--- config.mk ---
export PLATFORM = sky130hd
export DESIGN_NAME = perceptron_train_and_classify_unit
export DESIGN_NICKNAME = d
export VERILOG_FILES = /design/src/hw/rtl/ptc_pkg.sv /design/src/hw/rtl/ptc_ram.sv /design/src/hw/rtl/ptc_mac.sv /design/src/hw/rtl/ptc_update.sv /design/src/hw/rtl/perceptron_train_and_classify_unit.sv
export VERILOG_INCLUDE_DIRS = /design/src /design/src/hw/rtl
export SDC_FILE = /design/constraint.sdc
export NUM_CORES = 2
export LEC_CHECK = 0
export BUFFER_PORTS_ARGS = -buffer_cell sky130_fd_sc_hd__buf_2
export CORE_ASPECT_RATIO = 0.7
export CORE_MARGIN = 1
export CORE_UTILIZATION = 59
export CTS_BUF_LIST = sky130_fd_sc_hd__clkbuf_4 sky130_fd_sc_hd__clkbuf_8 sky130_fd_sc_hd__clkbuf_16
export DETAILED_ROUTE_END_ITERATION = 10
export PLACE_DENSITY = 0.8
export RECOVER_POWER = 50
export SLEW_MARGIN = 40
export SYNTH_ARGS = -nofsm -noshare
export SYNTH_HDL_FRONTEND = slang
export SYNTH_HIERARCHICAL = 1
export SYNTH_SLANG_ARGS = --single-unit
--- constraint.sdc ---
create_clock -name clk -period 8.8 [get_ports clk]
set_input_delay 0.88 -clock clk [delete_from_list [all_inputs] [get_ports clk]]
set_output_delay 0.88 -clock clk [all_outputs]
set_load 0.005 [all_outputs]
--- src/hw/rtl/perceptron_train_and_classify_unit_macros.svh ---
// assertion macros for the perceptron classifier block
`ifndef PERCEPTRON_TRAIN_AND_CLASSIFY_UNIT_MACROS_SVH
`define PERCEPTRON_TRAIN_AND_CLASSIFY_UNIT_MACROS_SVH

// same-cycle implication, disabled during reset
`define PTC_ASSERT_IMP(lbl, a, b, msg) \
  lbl: assert property (@(posedge clk) disable iff (!rst_n) (a) |-> (b)) else $error(msg);

// next-cycle implication, disabled during reset
`define PTC_ASSERT_NXT(lbl, a, b, msg) \
  lbl: assert property (@(posedge clk) disable iff (!rst_n) (a) |=> (b)) else $error(msg);

`endif

--- src/hw/rtl/ptc_pkg.sv ---
// shared types, constants and helpers for the perceptron classifier
package ptc_pkg;

  localparam int MAX_FEATURES = 16;
  localparam int IDX_W        = $clog2(MAX_FEATURES + 1);
  localparam int BUF_W        = (MAX_FEATURES > 1) ? $clog2(MAX_FEATURES) : 1;
  localparam int FEAT_W       = 16;
  localparam int W_W          = 32;
  localparam int ACC_W        = 56;
  localparam int PROD_W       = FEAT_W + W_W;
  localparam int RATE_W       = 16;
  localparam int FC_W         = 5;
  localparam int KIND_W       = 2;
  localparam int WIDX_W       = 5;
  localparam int CFG_IDX_W    = 1;
  localparam int CFG_DATA_W   = 16;
  // feature operand is one sign bit wider so that its negation fits
  localparam int XOP_W        = FEAT_W + 1;
  localparam int R2_W         = RATE_W + 2;
  localparam int UPROD_W      = XOP_W + R2_W;
  localparam int STEP_W       = UPROD_W - 8;

  // 1.0 in Q8.8, used as the bias input so the bias step is exactly 2*rate
  localparam logic signed [XOP_W-1:0] FEATURE_ONE = XOP_W'(256);
  localparam logic signed [W_W-1:0]   W_MAX = {1'b0, {(W_W-1){1'b1}}};
  localparam logic signed [W_W-1:0]   W_MIN = {1'b1, {(W_W-1){1'b0}}};

  localparam logic [FC_W-1:0]   FC_RESET   = FC_W'(2);
  localparam logic [RATE_W-1:0] RATE_RESET = RATE_W'(655);

  typedef enum logic [KIND_W-1:0] {
    KIND_WRITE = 2'd0,
    KIND_TRAIN = 2'd1,
    KIND_INFER = 2'd2
  } kind_e;

  typedef enum logic [CFG_IDX_W-1:0] {
    CFG_FEATURE_COUNT = 1'b0,
    CFG_LEARNING_RATE = 1'b1
  } cfg_reg_e;

  typedef enum logic [2:0] {
    ST_IDLE,
    ST_MUL,
    ST_BIAS,
    ST_SCORE,
    ST_WALK,
    ST_DRAIN,
    ST_RESULT
  } state_e;

  typedef struct packed {
    logic [KIND_W-1:0]        kind;
    logic signed [FEAT_W-1:0] feature_value;
    logic                     last_feature;
    logic                     label_positive;
    logic [WIDX_W-1:0]        weight_index;
    logic signed [W_W-1:0]    weight_value;
  } in_item_t;

  typedef struct packed {
    logic signed [W_W-1:0] score;
    logic                  predicted_positive;
    logic                  weights_updated;
  } out_item_t;

  typedef struct packed {
    logic clear;
    logic mul_en;
  } mac_ctl_t;

  typedef struct packed {
    logic             go;
    logic [IDX_W-1:0] idx;
  } upd_req_t;

  typedef struct packed {
    logic                  en;
    logic [IDX_W-1:0]      addr;
    logic signed [W_W-1:0] data;
    logic                  changed;
  } upd_wr_t;

  function automatic logic [IDX_W-1:0] eff_count(input logic [FC_W-1:0] fc);
    if (int'(fc) > MAX_FEATURES) begin
      return IDX_W'(MAX_FEATURES);
    end
    return IDX_W'(fc);
  endfunction

  function automatic logic widx_ok(input logic [WIDX_W-1:0] widx);
    return int'(widx) <= MAX_FEATURES;
  endfunction

endpackage

--- src/hw/rtl/ptc_ram.sv ---
// generic single write, single read ram with registered read data
module ptc_ram #(
  parameter int WIDTH = 32,
  parameter int DEPTH = 16,
  parameter int AW    = (DEPTH > 1) ? $clog2(DEPTH) : 1
) (
  input  logic             clk,
  input  logic             we,
  input  logic [AW-1:0]    waddr,
  input  logic [WIDTH-1:0] wdata,
  input  logic [AW-1:0]    raddr,
  output logic [WIDTH-1:0] rdata
);

  logic [WIDTH-1:0] mem [DEPTH];

  always_ff @(posedge clk) begin
    if (we) begin
      mem[waddr] <= wdata;
    end
    rdata <= mem[raddr];
  end

endmodule

--- src/hw/rtl/ptc_mac.sv ---
// feature by weight multiply, registered, then accumulate
module ptc_mac import ptc_pkg::*; (
  input  logic                     clk,
  input  logic                     rst_n,
  input  mac_ctl_t                 ctl,
  input  logic signed [FEAT_W-1:0] x,
  input  logic signed [W_W-1:0]    w,
  output logic signed [ACC_W-1:0]  acc
);

  logic signed [PROD_W-1:0] prod_r;
  logic                     pend_r;
  logic signed [ACC_W-1:0]  acc_r;

  always_ff @(posedge clk) begin
    if (ctl.mul_en) begin
      prod_r <= x * w;
    end
  end

  always_ff @(posedge clk) begin
    if (!rst_n) begin
      pend_r <= 1'b0;
      acc_r  <= '0;
    end else begin
      pend_r <= ctl.mul_en;
      if (ctl.clear) begin
        acc_r <= '0;
      end else if (pend_r) begin
        acc_r <= acc_r + ACC_W'(prod_r);
      end
    end
  end

  assign acc = acc_r;

endmodule

--- src/hw/rtl/ptc_update.sv ---
// two-stage weight update pipe: step multiply, then saturating add
module ptc_update import ptc_pkg::*; (
  input  logic                     clk,
  input  logic                     rst_n,
  input  upd_req_t                 req,
  input  logic signed [W_W-1:0]    w,
  input  logic signed [FEAT_W-1:0] x,
  input  logic [RATE_W-1:0]        rate,
  input  logic                     label_pos,
  output upd_wr_t                  wr
);

  logic signed [XOP_W-1:0]   xs;
  logic signed [XOP_W-1:0]   xop;
  logic signed [R2_W-1:0]    rate2;
  logic signed [UPROD_W-1:0] prod;
  logic signed [STEP_W-1:0]  step_r;
  logic signed [W_W-1:0]     w2_r;
  logic [IDX_W-1:0]          idx2_r;
  logic                      go2_r;
  logic signed [W_W:0]       sum;
  logic signed [W_W-1:0]     new_w;

  // bias uses a feature of one
  assign xs    = (req.idx == '0) ? FEATURE_ONE : XOP_W'(x);
  assign xop   = label_pos ? xs : -xs;
  assign rate2 = $signed({1'b0, rate, 1'b0});
  assign prod  = rate2 * xop;

  always_ff @(posedge clk) begin
    step_r <= prod[UPROD_W-1:8];
    w2_r   <= w;
    idx2_r <= req.idx;
  end

  always_ff @(posedge clk) begin
    if (!rst_n) begin
      go2_r <= 1'b0;
    end else begin
      go2_r <= req.go;
    end
  end

  assign sum = (W_W+1)'(w2_r) + (W_W+1)'(step_r);

  always_comb begin
    if (sum[W_W] != sum[W_W-1]) begin
      new_w = sum[W_W] ? W_MIN : W_MAX;
    end else begin
      new_w = sum[W_W-1:0];
    end
  end

  assign wr.en      = go2_r;
  assign wr.addr    = idx2_r;
  assign wr.data    = new_w;
  assign wr.changed = new_w != w2_r;

endmodule

--- src/hw/rtl/perceptron_train_and_classify_unit.sv ---
// top level of the fixed-point perceptron classifier with training
//
// input channel (in_valid/in_ready/in_data) carries one request per
// weight write or sample feature; in_ready is high only while the
// sequencer is idle. a feature request within the count first reads
// its weight from the weight ram, then does the registered 16x32
// multiply; the product is added while the next request is taken. on a
// last feature a bias read and a score and saturation step come before
// the output load; a misclassified training request walks weights 0..p
// (p = features taken) through the two-stage update pipe, one per cycle,
// and drains it before the result load.
// result channel (out_valid/out_ready/out_data) has an output register;
// weight writes and non-last features are still taken while a result
// waits, and the sequencer holds the next result until out_ready frees
// the register. config port (cfg_valid/cfg_ready/cfg_index/cfg_data) is
// always ready. reset clears the weight valid bits so every weight reads
// zero, with no clearing pass; config returns to 2 features, rate 655.
`include "perceptron_train_and_classify_unit_macros.svh"

module perceptron_train_and_classify_unit import ptc_pkg::*; (
  input  logic                  clk,
  input  logic                  rst_n,
  input  logic                  in_valid,
  output logic                  in_ready,
  input  in_item_t              in_data,
  output logic                  out_valid,
  input  logic                  out_ready,
  output out_item_t             out_data,
  input  logic                  cfg_valid,
  output logic                  cfg_ready,
  input  logic [CFG_IDX_W-1:0]  cfg_index,
  input  logic [CFG_DATA_W-1:0] cfg_data
);

  state_e state_r, state_nxt;

  // config registers
  logic [FC_W-1:0]   fc_r;
  logic [RATE_W-1:0] rate_r;

  // current request and sample bookkeeping
  in_item_t         item_r;
  logic [IDX_W-1:0] pos_r, pos_nxt;
  logic [IDX_W-1:0] u_r, u_nxt;
  logic             drain_r;
  logic [IDX_W-1:0] n_eff;

  // weight ram with per-entry valid bits (unwritten entries read zero)
  logic [MAX_FEATURES:0] wvalid_r;
  logic                  rvalid_r;
  logic                  w_we;
  logic                  w_we_host;
  logic [IDX_W-1:0]      w_waddr;
  logic [W_W-1:0]        w_wdata;
  logic [IDX_W-1:0]      w_raddr;
  logic [W_W-1:0]        w_rdata;
  logic signed [W_W-1:0] w_rd;

  // sample buffer ram
  logic                  sb_we;
  logic [IDX_W-1:0]      u_dec;
  logic [BUF_W-1:0]      sb_raddr;
  logic [FEAT_W-1:0]     sb_rdata;

  // datapath
  mac_ctl_t                mac_ctl;
  logic signed [ACC_W-1:0] acc;
  upd_req_t                wreq_r;
  upd_wr_t                 upd_wr;

  // score path
  logic signed [ACC_W:0]  total;
  logic signed [W_W-1:0]  score_c;
  logic                   pred_c;
  logic                   mis_c;
  logic                   load_score;
  logic signed [W_W-1:0]  score_r;
  logic                   pred_r;
  logic                   changed_r;

  // output register
  logic      out_load;
  logic      out_valid_r;
  out_item_t out_data_r;

  assign n_eff     = eff_count(fc_r);
  assign cfg_ready = 1'b1;

  // config writes
  always_ff @(posedge clk) begin
    if (!rst_n) begin
      fc_r   <= FC_RESET;
      rate_r <= RATE_RESET;
    end else if (cfg_valid && cfg_ready) begin
      unique case (cfg_index)
        CFG_FEATURE_COUNT: fc_r   <= cfg_data[FC_W-1:0];
        CFG_LEARNING_RATE: rate_r <= cfg_data[RATE_W-1:0];
        default: ;
      endcase
    end
  end

  // sequencer
  always_comb begin
    state_nxt  = state_r;
    pos_nxt    = pos_r;
    u_nxt      = u_r;
    in_ready   = 1'b0;
    w_we_host  = 1'b0;
    w_raddr    = '0;
    sb_we      = 1'b0;
    mac_ctl    = '0;
    load_score = 1'b0;
    out_load   = 1'b0;
    unique case (state_r)
      ST_IDLE: begin
        in_ready = 1'b1;
        if (in_valid) begin
          unique case (in_data.kind)
            KIND_WRITE: begin
              w_we_host = widx_ok(in_data.weight_index);
            end
            KIND_TRAIN, KIND_INFER: begin
              if (pos_r < n_eff) begin
                // buffer the feature and fetch its weight
                sb_we     = 1'b1;
                w_raddr   = pos_r + 1'b1;
                pos_nxt   = pos_r + 1'b1;
                state_nxt = ST_MUL;
              end else if (in_data.last_feature) begin
                state_nxt = ST_BIAS;
              end
            end
            default: ;
          endcase
        end
      end
      ST_MUL: begin
        mac_ctl.mul_en = 1'b1;
        state_nxt = item_r.last_feature ? ST_BIAS : ST_IDLE;
      end
      ST_BIAS: begin
        w_raddr   = '0;
        state_nxt = ST_SCORE;
      end
      ST_SCORE: begin
        load_score = 1'b1;
        if (mis_c) begin
          u_nxt     = '0;
          state_nxt = ST_WALK;
        end else begin
          state_nxt = ST_RESULT;
        end
      end
      ST_WALK: begin
        // bias first, then each weight that saw a feature
        w_raddr = u_r;
        if (u_r == pos_r) begin
          state_nxt = ST_DRAIN;
        end else begin
          u_nxt = u_r + 1'b1;
        end
      end
      ST_DRAIN: begin
        if (drain_r) begin
          state_nxt = ST_RESULT;
        end
      end
      ST_RESULT: begin
        if (!out_valid_r || out_ready) begin
          out_load      = 1'b1;
          mac_ctl.clear = 1'b1;
          pos_nxt       = '0;
          state_nxt     = ST_IDLE;
        end
      end
      default: ;
    endcase
  end

  always_ff @(posedge clk) begin
    if (!rst_n) begin
      state_r <= ST_IDLE;
      pos_r   <= '0;
      u_r     <= '0;
      drain_r <= 1'b0;
      wreq_r  <= '0;
    end else begin
      state_r    <= state_nxt;
      pos_r      <= pos_nxt;
      u_r        <= u_nxt;
      drain_r    <= (state_r == ST_DRAIN) ? ~drain_r : 1'b0;
      wreq_r.go  <= state_r == ST_WALK;
      wreq_r.idx <= u_r;
    end
  end

  always_ff @(posedge clk) begin
    if (in_valid && in_ready) begin
      item_r <= in_data;
    end
  end

  // weight ram port muxing; the update pipe owns the write port in the walk
  assign w_we    = upd_wr.en | w_we_host;
  assign w_waddr = upd_wr.en ? upd_wr.addr : IDX_W'(in_data.weight_index);
  assign w_wdata = upd_wr.en ? upd_wr.data : in_data.weight_value;

  always_ff @(posedge clk) begin
    if (!rst_n) begin
      wvalid_r <= '0;
      rvalid_r <= 1'b0;
    end else begin
      if (w_we) begin
        wvalid_r[w_waddr] <= 1'b1;
      end
      rvalid_r <= wvalid_r[w_raddr];
    end
  end

  assign w_rd = rvalid_r ? $signed(w_rdata) : '0;

  ptc_ram #(
    .WIDTH (W_W),
    .DEPTH (MAX_FEATURES + 1),
    .AW    (IDX_W)
  ) u_weight_ram (
    .clk   (clk),
    .we    (w_we),
    .waddr (w_waddr),
    .wdata (w_wdata),
    .raddr (w_raddr),
    .rdata (w_rdata)
  );

  // feature of weight u sits at buffer entry u-1
  assign u_dec    = u_r - 1'b1;
  assign sb_raddr = u_dec[BUF_W-1:0];

  ptc_ram #(
    .WIDTH (FEAT_W),
    .DEPTH (MAX_FEATURES),
    .AW    (BUF_W)
  ) u_sample_ram (
    .clk   (clk),
    .we    (sb_we),
    .waddr (pos_r[BUF_W-1:0]),
    .wdata (in_data.feature_value),
    .raddr (sb_raddr),
    .rdata (sb_rdata)
  );

  ptc_mac u_mac (
    .clk   (clk),
    .rst_n (rst_n),
    .ctl   (mac_ctl),
    .x     (item_r.feature_value),
    .w     (w_rd),
    .acc   (acc)
  );

  ptc_update u_update (
    .clk       (clk),
    .rst_n     (rst_n),
    .req       (wreq_r),
    .w         (w_rd),
    .x         ($signed(sb_rdata)),
    .rate      (rate_r),
    .label_pos (item_r.label_positive),
    .wr        (upd_wr)
  );

  // score = floor((acc + bias*256) / 256), saturated to 32 bits
  assign total = (ACC_W+1)'(acc) + (ACC_W+1)'($signed({w_rd, 8'h00}));

  always_comb begin
    if ((&total[ACC_W:W_W+7]) || !(|total[ACC_W:W_W+7])) begin
      score_c = total[W_W+7:8];
    end else begin
      score_c = total[ACC_W] ? W_MIN : W_MAX;
    end
  end

  assign pred_c = !score_c[W_W-1];
  assign mis_c  = (item_r.kind == KIND_TRAIN) && (pred_c != item_r.label_positive);

  always_ff @(posedge clk) begin
    if (load_score) begin
      score_r <= score_c;
      pred_r  <= pred_c;
    end
  end

  always_ff @(posedge clk) begin
    if (!rst_n) begin
      changed_r <= 1'b0;
    end else if (load_score) begin
      changed_r <= 1'b0;
    end else if (upd_wr.en && upd_wr.changed) begin
      changed_r <= 1'b1;
    end
  end

  // output register
  always_ff @(posedge clk) begin
    if (!rst_n) begin
      out_valid_r <= 1'b0;
    end else if (out_load) begin
      out_valid_r <= 1'b1;
    end else if (out_ready) begin
      out_valid_r <= 1'b0;
    end
  end

  always_ff @(posedge clk) begin
    if (out_load) begin
      out_data_r.score              <= score_r;
      out_data_r.predicted_positive <= pred_r;
      out_data_r.weights_updated    <= changed_r;
    end
  end

  assign out_valid = out_valid_r;
  assign out_data  = out_data_r;

  // update pipe writes land only during the walk or its drain
  `PTC_ASSERT_IMP(a_walk_write_window, upd_wr.en, (state_r == ST_WALK) || (state_r == ST_DRAIN), "update write outside training walk")
  // walk index never passes the features taken
  `PTC_ASSERT_IMP(a_walk_bound, state_r == ST_WALK, u_r <= pos_r, "walk index beyond sample")
  // loading a result shows it and rearms the sample
  `PTC_ASSERT_NXT(a_result_rearm, (state_r == ST_RESULT) && (!out_valid_r || out_ready), out_valid && (pos_r == '0) && (state_r == ST_IDLE), "result load did not rearm sample")

endmodule

==> Word level (Yosys, flattened, before mapping) <==
Memories as Yosys holds them, arrays and structs flattened. A register that Yosys moved wholly into a read port is not among the register bits.
Cells that the tools add are included.
{ "word_totals": {"memories": 2, "wordCells": 155, "ram_bits": 800, "output_inout_bits": 37, "register_bits": 318, "input_bits": 79} }
{ "classes": {"n_lt_le_gt_ge": 6, "add_sub_neg": 7, "n_reduce_logical": 27, "n_bitwise": 5, "mux": 56, "n_mul": 2, "eq_ne": 22} }
{ "mem_list": {"columns": ["name", "depth", "word_bits", "rd", "rd_clocked_by_memory_dff", "wr", "line", "rtl"], "rows": [
  ["u_weight_ram.mem", 17, 32, 1, 1, 1, "ptc_ram.sv:15", "logic [WIDTH-1:0] mem [DEPTH];"],
  ["u_sample_ram.mem", 16, 16, 1, 1, 1, "ptc_ram.sv:15", null]
]} }
{ "op_table": {"columns": ["cell", "count"], "rows": [
  ["$mux W32", 6],
  ["$mux W5", 12],
  ["$add A56 B40 Y57", 1],
  ["$add A56 B48 Y56", 1],
  ["$mul A16 B32 Y48", 1],
  ["$mul A17 B17 Y34", 1],
  ["$mux W17", 2],
  ["$add A32 B27 Y33", 1],
  ["$ne A32 B32 Y1", 1],
  ["$pmux W5 S2", 3],
  ["$mux W1", 21],
  ["$mux W3", 7],
  ["$pmux W3 S7", 1],
  ["$reduce_and A18 Y1", 1],
  ["$reduce_or A18 Y1", 1],
  ["$neg A17 Y17", 1],
  ["$or A17 B17 Y17", 1],
  ["$ne A2 B2 Y1 const B", 8],
  ["$lt A5 B6 Y1 const B", 2],
  ["$add A5 B1 Y5 const B", 2],
  ["$eq A3 B3 Y1 const B", 3],
  ["$reduce_and A7 Y1", 1],
  ["$reduce_bool A7 Y1", 1],
  ["$eq A3 B2 Y1 const B", 2],
  ["27 further kinds", 44]
]} }

==> Longest topological paths before layout <==
{ "logic_depth": {"word_depth": 11, "depth_mapped": 37, "mapped_depth_nobuf": 34} }

==> By module <==
Netlist, hierarchy kept.
{ "modules_own_cells": {"columns": ["module", "seq_area_each_um2", "n_inst", "cells_per_inst", "area_per_inst_um2"], "rows": [
  ["ptc_mac", 2582.5, 1, 2746, 24264.5],
  ["ptc_ram (u_weight_ram)", 16976.3, 1, 913, 21597.0],
  ["ptc_update", 1301.2, 1, 1615, 13824.5],
  ["perceptron_train_and_classify_unit", 3833.7, 1, 1194, 10541.4],
  ["ptc_ram (u_sample_ram)", 8007.7, 1, 432, 10042.1]
]} }

==> Worst setup path before layout <==
OpenSTA, ideal clock, no wires.
{ "synth_timing": {"path_type": "register to register", "start": "reg wreq_r[1] (netlist bit)", "end": "reg u_update.step_r[25]", "required_ns": 8.677, "setup_slack_ns": 0.418, "path_buffers": 4, "stages_incl_launch_ff": 33, "setup_time_ns": 0.123, "arrival_ns": 8.258, "period_less_slack_ns": 8.382, "cell_sequence": "dfxtp_1 -> or4_1 -> or2_2 -> clkbuf_1 -> clkbuf_1 -> clkbuf_1 -> nand2_1 -> ha_1 -> nor2_1 -> xnor2_1 -> clkbuf_1 -> nand2_1 -> fa_1 -> fa_1 -> fa_1 -> fa_1 -> inv_1 -> fa_1 -> inv_1 -> fa_1 -> inv_1 -> ha_1 -> and3_1 -> and4_1 -> a221oi_1 -> a21bo_2 -> a41oi_1 -> a21oi_1 -> a41oi_1 -> o21ai_1 -> a41oi_1 -> a21oi_1 -> xor2_1"} }
{ "synth_via": {"elab_chain_cells": 5} }
{ "synth_rtl": {"columns": ["element", "line", "rtl"], "rows": [
  ["start, declared", "perceptron_train_and_classify_unit.sv:68", "upd_req_t wreq_r;"],
  ["$logic_not A5 Y1 (*)", "ptc_update.sv:25", "assign xs = (req.idx == '0) ? FEATURE_ONE : XOP_W'(x);"],
  ["$mux W17 (*)", "ptc_update.sv:25", null],
  ["$neg A17 Y17", "ptc_update.sv:26", "assign xop = label_pos ? xs : -xs;"],
  ["$mux W17 (*)", "ptc_update.sv:26", null],
  ["$mul A17 B17 Y34 (*)", "ptc_update.sv:28", "assign prod = rate2 * xop;"],
  ["via u_update.prod[33]", "ptc_update.sv:16", "logic signed [UPROD_W-1:0] prod;"],
  ["end signal, assigned", "ptc_update.sv:31", "step_r <= prod[UPROD_W-1:8];"],
  ["end, declared", "ptc_update.sv:17", "logic signed [STEP_W-1:0] step_r;"]
]} }
The timed path passes the listed nets; every way through them passes the cells marked *.
A chain may end at the register's enable or synchronous reset.

==> Worst setup path after layout <==
{ "layout_timing": {"start": "reg rvalid_r", "end": "reg u_mac.prod_r[45], data pin"} }
{ "layout_via": {"elab_chain_cells": 2} }
{ "layout_rtl": {"columns": ["element", "line", "rtl"], "rows": [
  ["start, declared", "perceptron_train_and_classify_unit.sv:50", "logic rvalid_r;"],
  ["start signal, assigned", "perceptron_train_and_classify_unit.sv:217", "rvalid_r <= wvalid_r[w_raddr];"],
  ["$mux W32", "perceptron_train_and_classify_unit.sv:221", "assign w_rd = rvalid_r ? $signed(w_rdata) : '0;"],
  ["via w_rd[8]", "perceptron_train_and_classify_unit.sv:57", "logic signed [W_W-1:0] w_rd;"],
  ["$mul A16 B32 Y48", "ptc_mac.sv:17", "prod_r <= x * w;"],
  ["end signal, assigned", "ptc_mac.sv:17", null],
  ["end, declared", "ptc_mac.sv:11", "logic signed [PROD_W-1:0] prod_r;"]
]} }
The timed path passes the listed nets, and every way through them passes these cells.

==> results.md <==
* Status: finished with violations
* Failing checks: max-capacitance violations, max-slew violations
* Place WS at 0.0861 ns
* Clock Path Buffers at 3
* Vias per cell at 6.30
* Synth area leaders: edfxtp_1 35%, fa_1 17%, ha_1 6.0%, dfxtp_1 5.8%, mux4_2 4.9%
* PwrDens at 186 nW/um2
* Synth cell types at 124
* Die area at 138000 um2
* Synth-to-Final Area Change at 7.94%
* Initial antenna violation count at 11
* MaxCap Viol Count at 25
* Largest net degree at the start of global routing at 56
* Max-slew headroom at -115%
* GRT Max-Usage Layer: met1
* Register cell area after layout at 32700 um2
* Post-synth ARST share at 0%
* Routed wire per std cell at 25.3 um
* CP required at 9.29 ns
* Least-Margin Pin Slew at 3.23 ns
* Syn_area_per_cell at 11.6 um2
* Final setup margin at 0.313 ns
* Die Height at 311 um
* CTS buffer count at 106
* CP arrival at 8.97 ns
* Max Slew Vio Count at 761
* Type of the worst min-delay path: in2reg
* Mapped Nets at 8058
* WL final at 224000 um
* Synth Cell Area at 80300 um2
* Crit end category: flop
* Count leader, synth: edfxtp_1
* CORE AREA at 134000 um2
* Post-synth EDFFs at 935
* Routability cong. at 0.974
* Worst-Skew Late Latency at 0.78 ns
* Register area share after synthesis at 40.7%
* CP Launch Type: flop
* Final setup violation count at 0
* Fmax at 0.118 GHz
* Cell Count Post-Placement at 8627
* FP Rows at 112
* Most used DFF post-synth: edfxtp_1
* Tot Pwr at 16.1 mW
* Maximum VDD drop at 0.000254 V
* Clock tree root buffer cell: clkbuf_16
* Top-area cell type share of the netlist area at 35.0%
* Hold-fix buffer count after cts at 0
* Final core occ at 64.6%
* Clk slew on worst S/H paths at 0.07 ns
* Top cells by count, synth: 935 x edfxtp_1, 894 x inv_1, 720 x nand2_1
* Layout cells sized above 1 at 11.2%
* Period utilisation layout at 96.4%
* Syn Inst Count at 6900
* Post-Route Skew at 0.0505 ns
* Final hold viol count at 0
* Largest area contributor in the netlist: edfxtp_1
* Tmin final at 8.49 ns
* PortBufs at 114
* Seq cells post-synth at 1166
* First-pass GRT wire length at 342000 um
* Sink Count at 1166
* Met2 GRT Util at 47.9%
* CTS tree: done
* GRT Util Overall at 32.8%
* H-Tree Depth at 3
* Syn. warnings at 6
* Routing usage on met3 at 9.11%
* Pleak at 35.2 nW
* R2R Setup Slk at 0.31 ns
* Non-Filler Instances at 8837
* Number of nets in the layout at 8130
* Grt met1 use at 48.1%
* Initial DRC count at 6995
* HPWL after DPL at 154000 um
* Crit-path max FO at 18
* Multi-input gate area at 42900 um2
* Vias at 55.7k
* 1st-pass router iterations at 6
* Post-route ant nets at 0
* Fillcell total at 9715
* CP Class: reg2reg
* # IOs at 116
* Die W at 443 um
* Vias in the first global route at 56.5k
* # DRC at 0
* Starting Density at 59.9%
* GR Overflow Total at 0
==> registers in the layout, summed over array words and instances (netlist names), 17 cells and up <==
| register | flops |
|---|---|
| item_r | 20 |
| out_data | 34 |
| score_r | 32 |
| u_mac/acc | 56 |
| u_mac/prod_r | 48 |
| u_sample_ram/mem | 256 |
| u_update/step_r | 27 |
| u_update/w2_r | 32 |
| u_weight_ram/mem | 544 |
| u_weight_ram/rdata | 32 |
| wvalid_r | 17 |
==> layout by cell type, fill, tap and decap left out, types with 93 or more instances in the layout <==
cell type  count
and2_1       323
ha_1         382
mux4_2       176
xnor2_1      133
nand2_1      720
dfxtp_1      227
inv_1        889
buf_4        121
a21oi_1      221
nor2_1       323
clkbuf_16    106
a21o_1        93
edfxtp_1     935
fa_1         697
o21ai_0      136
nor3_1       117
==> logic make-up after synthesis <==
logic type / share of synthesized area [%]
compound gates: 8.29
mux: 7.08
buf+inv: 6.15
xor+xnor: 2.24
simple gates: 12.2
fa+ha+maj: 23.3
other cells: 0.00467
flops: 40.7
==> worst max-delay path, cell delays in order (launching register included) <==
cell	delay (ns)
dfxtp_1	0.79
and2_0	1.24
nand2_1	0.24
fa_1	0.63
fa_1	0.44
fa_1	0.49
fa_1	0.50
inv_1	0.06
fa_1	0.53
inv_1	0.05
fa_1	0.53
inv_1	0.04
ha_1	0.35
and4_1	0.24
a211o_1	0.36
o21ai_1	0.26
a21oi_1	0.19
or2_1	0.31
a22oi_1	0.30
a31oi_1	0.26
a41oi_1	0.31
xnor2_1	0.09
==> power breakdown <==
group	internal, mW	total (mW)	switching [mW]	leakage [nW]
sequential	6.22	6.40	0.170	10.3
combinational	1.82	4.79	2.97	23.0
clock	2.75	4.96	2.21	1.84
==> layout make-up <==
type                    count  share of cell area, %
well taps                1767                   2.55
clock buffers             140                   3.41
multi-input cells        4524                   49.5
diodes                      5                 0.0144
flip-flops and latches   1166                   37.7
inverters                 895                   3.89
repair buffers            279                   2.01
clock inverters            61                  0.910
==> layer usage <==
layer  share of wire (%)  vias to the layer above
met5               0.024                        -
met2                  43                     3603
met3                  13                      457
met1                  41                    27700
li1                    -                    23900
met4                 3.0                        8
==> path summary, 6_finish.rpt <==
path               start                  to  depth (start not counted)
min          in_data[37]          item_r[37]                          1
min reg2reg    wreq_r[2]  u_update/idx2_r[2]                          0
max reg2reg     rvalid_r    u_mac/prod_r[45]                         21
max             rvalid_r    u_mac/prod_r[45]                         21
==> per-stage QoR <==
| step | hold WS (ns) | instance area (um2) | setup TNS (ns) |
|---|---|---|---|
| 3_3_place_gp | 0.329 | 82800 | 0 |
| 3_5_place_dp | 0.346 | 83000 | 0 |
| 6_report | 0.340 | 86600 | 0 |
| 4_1_cts | 0.290 | 86700 | 0 |
| 2_1_floorplan | 0.323 | 80300 | 0 |
| 5_1_grt | 0.297 | 86600 | -0.0317 |
==> timing repair <==
action / in CTS / in global routing
buffers inserted: 0 / 1
resized for setup: 0 / 6
endpoints found under the setup margin: 0 / 8
(Power assumes the default switching activity.)
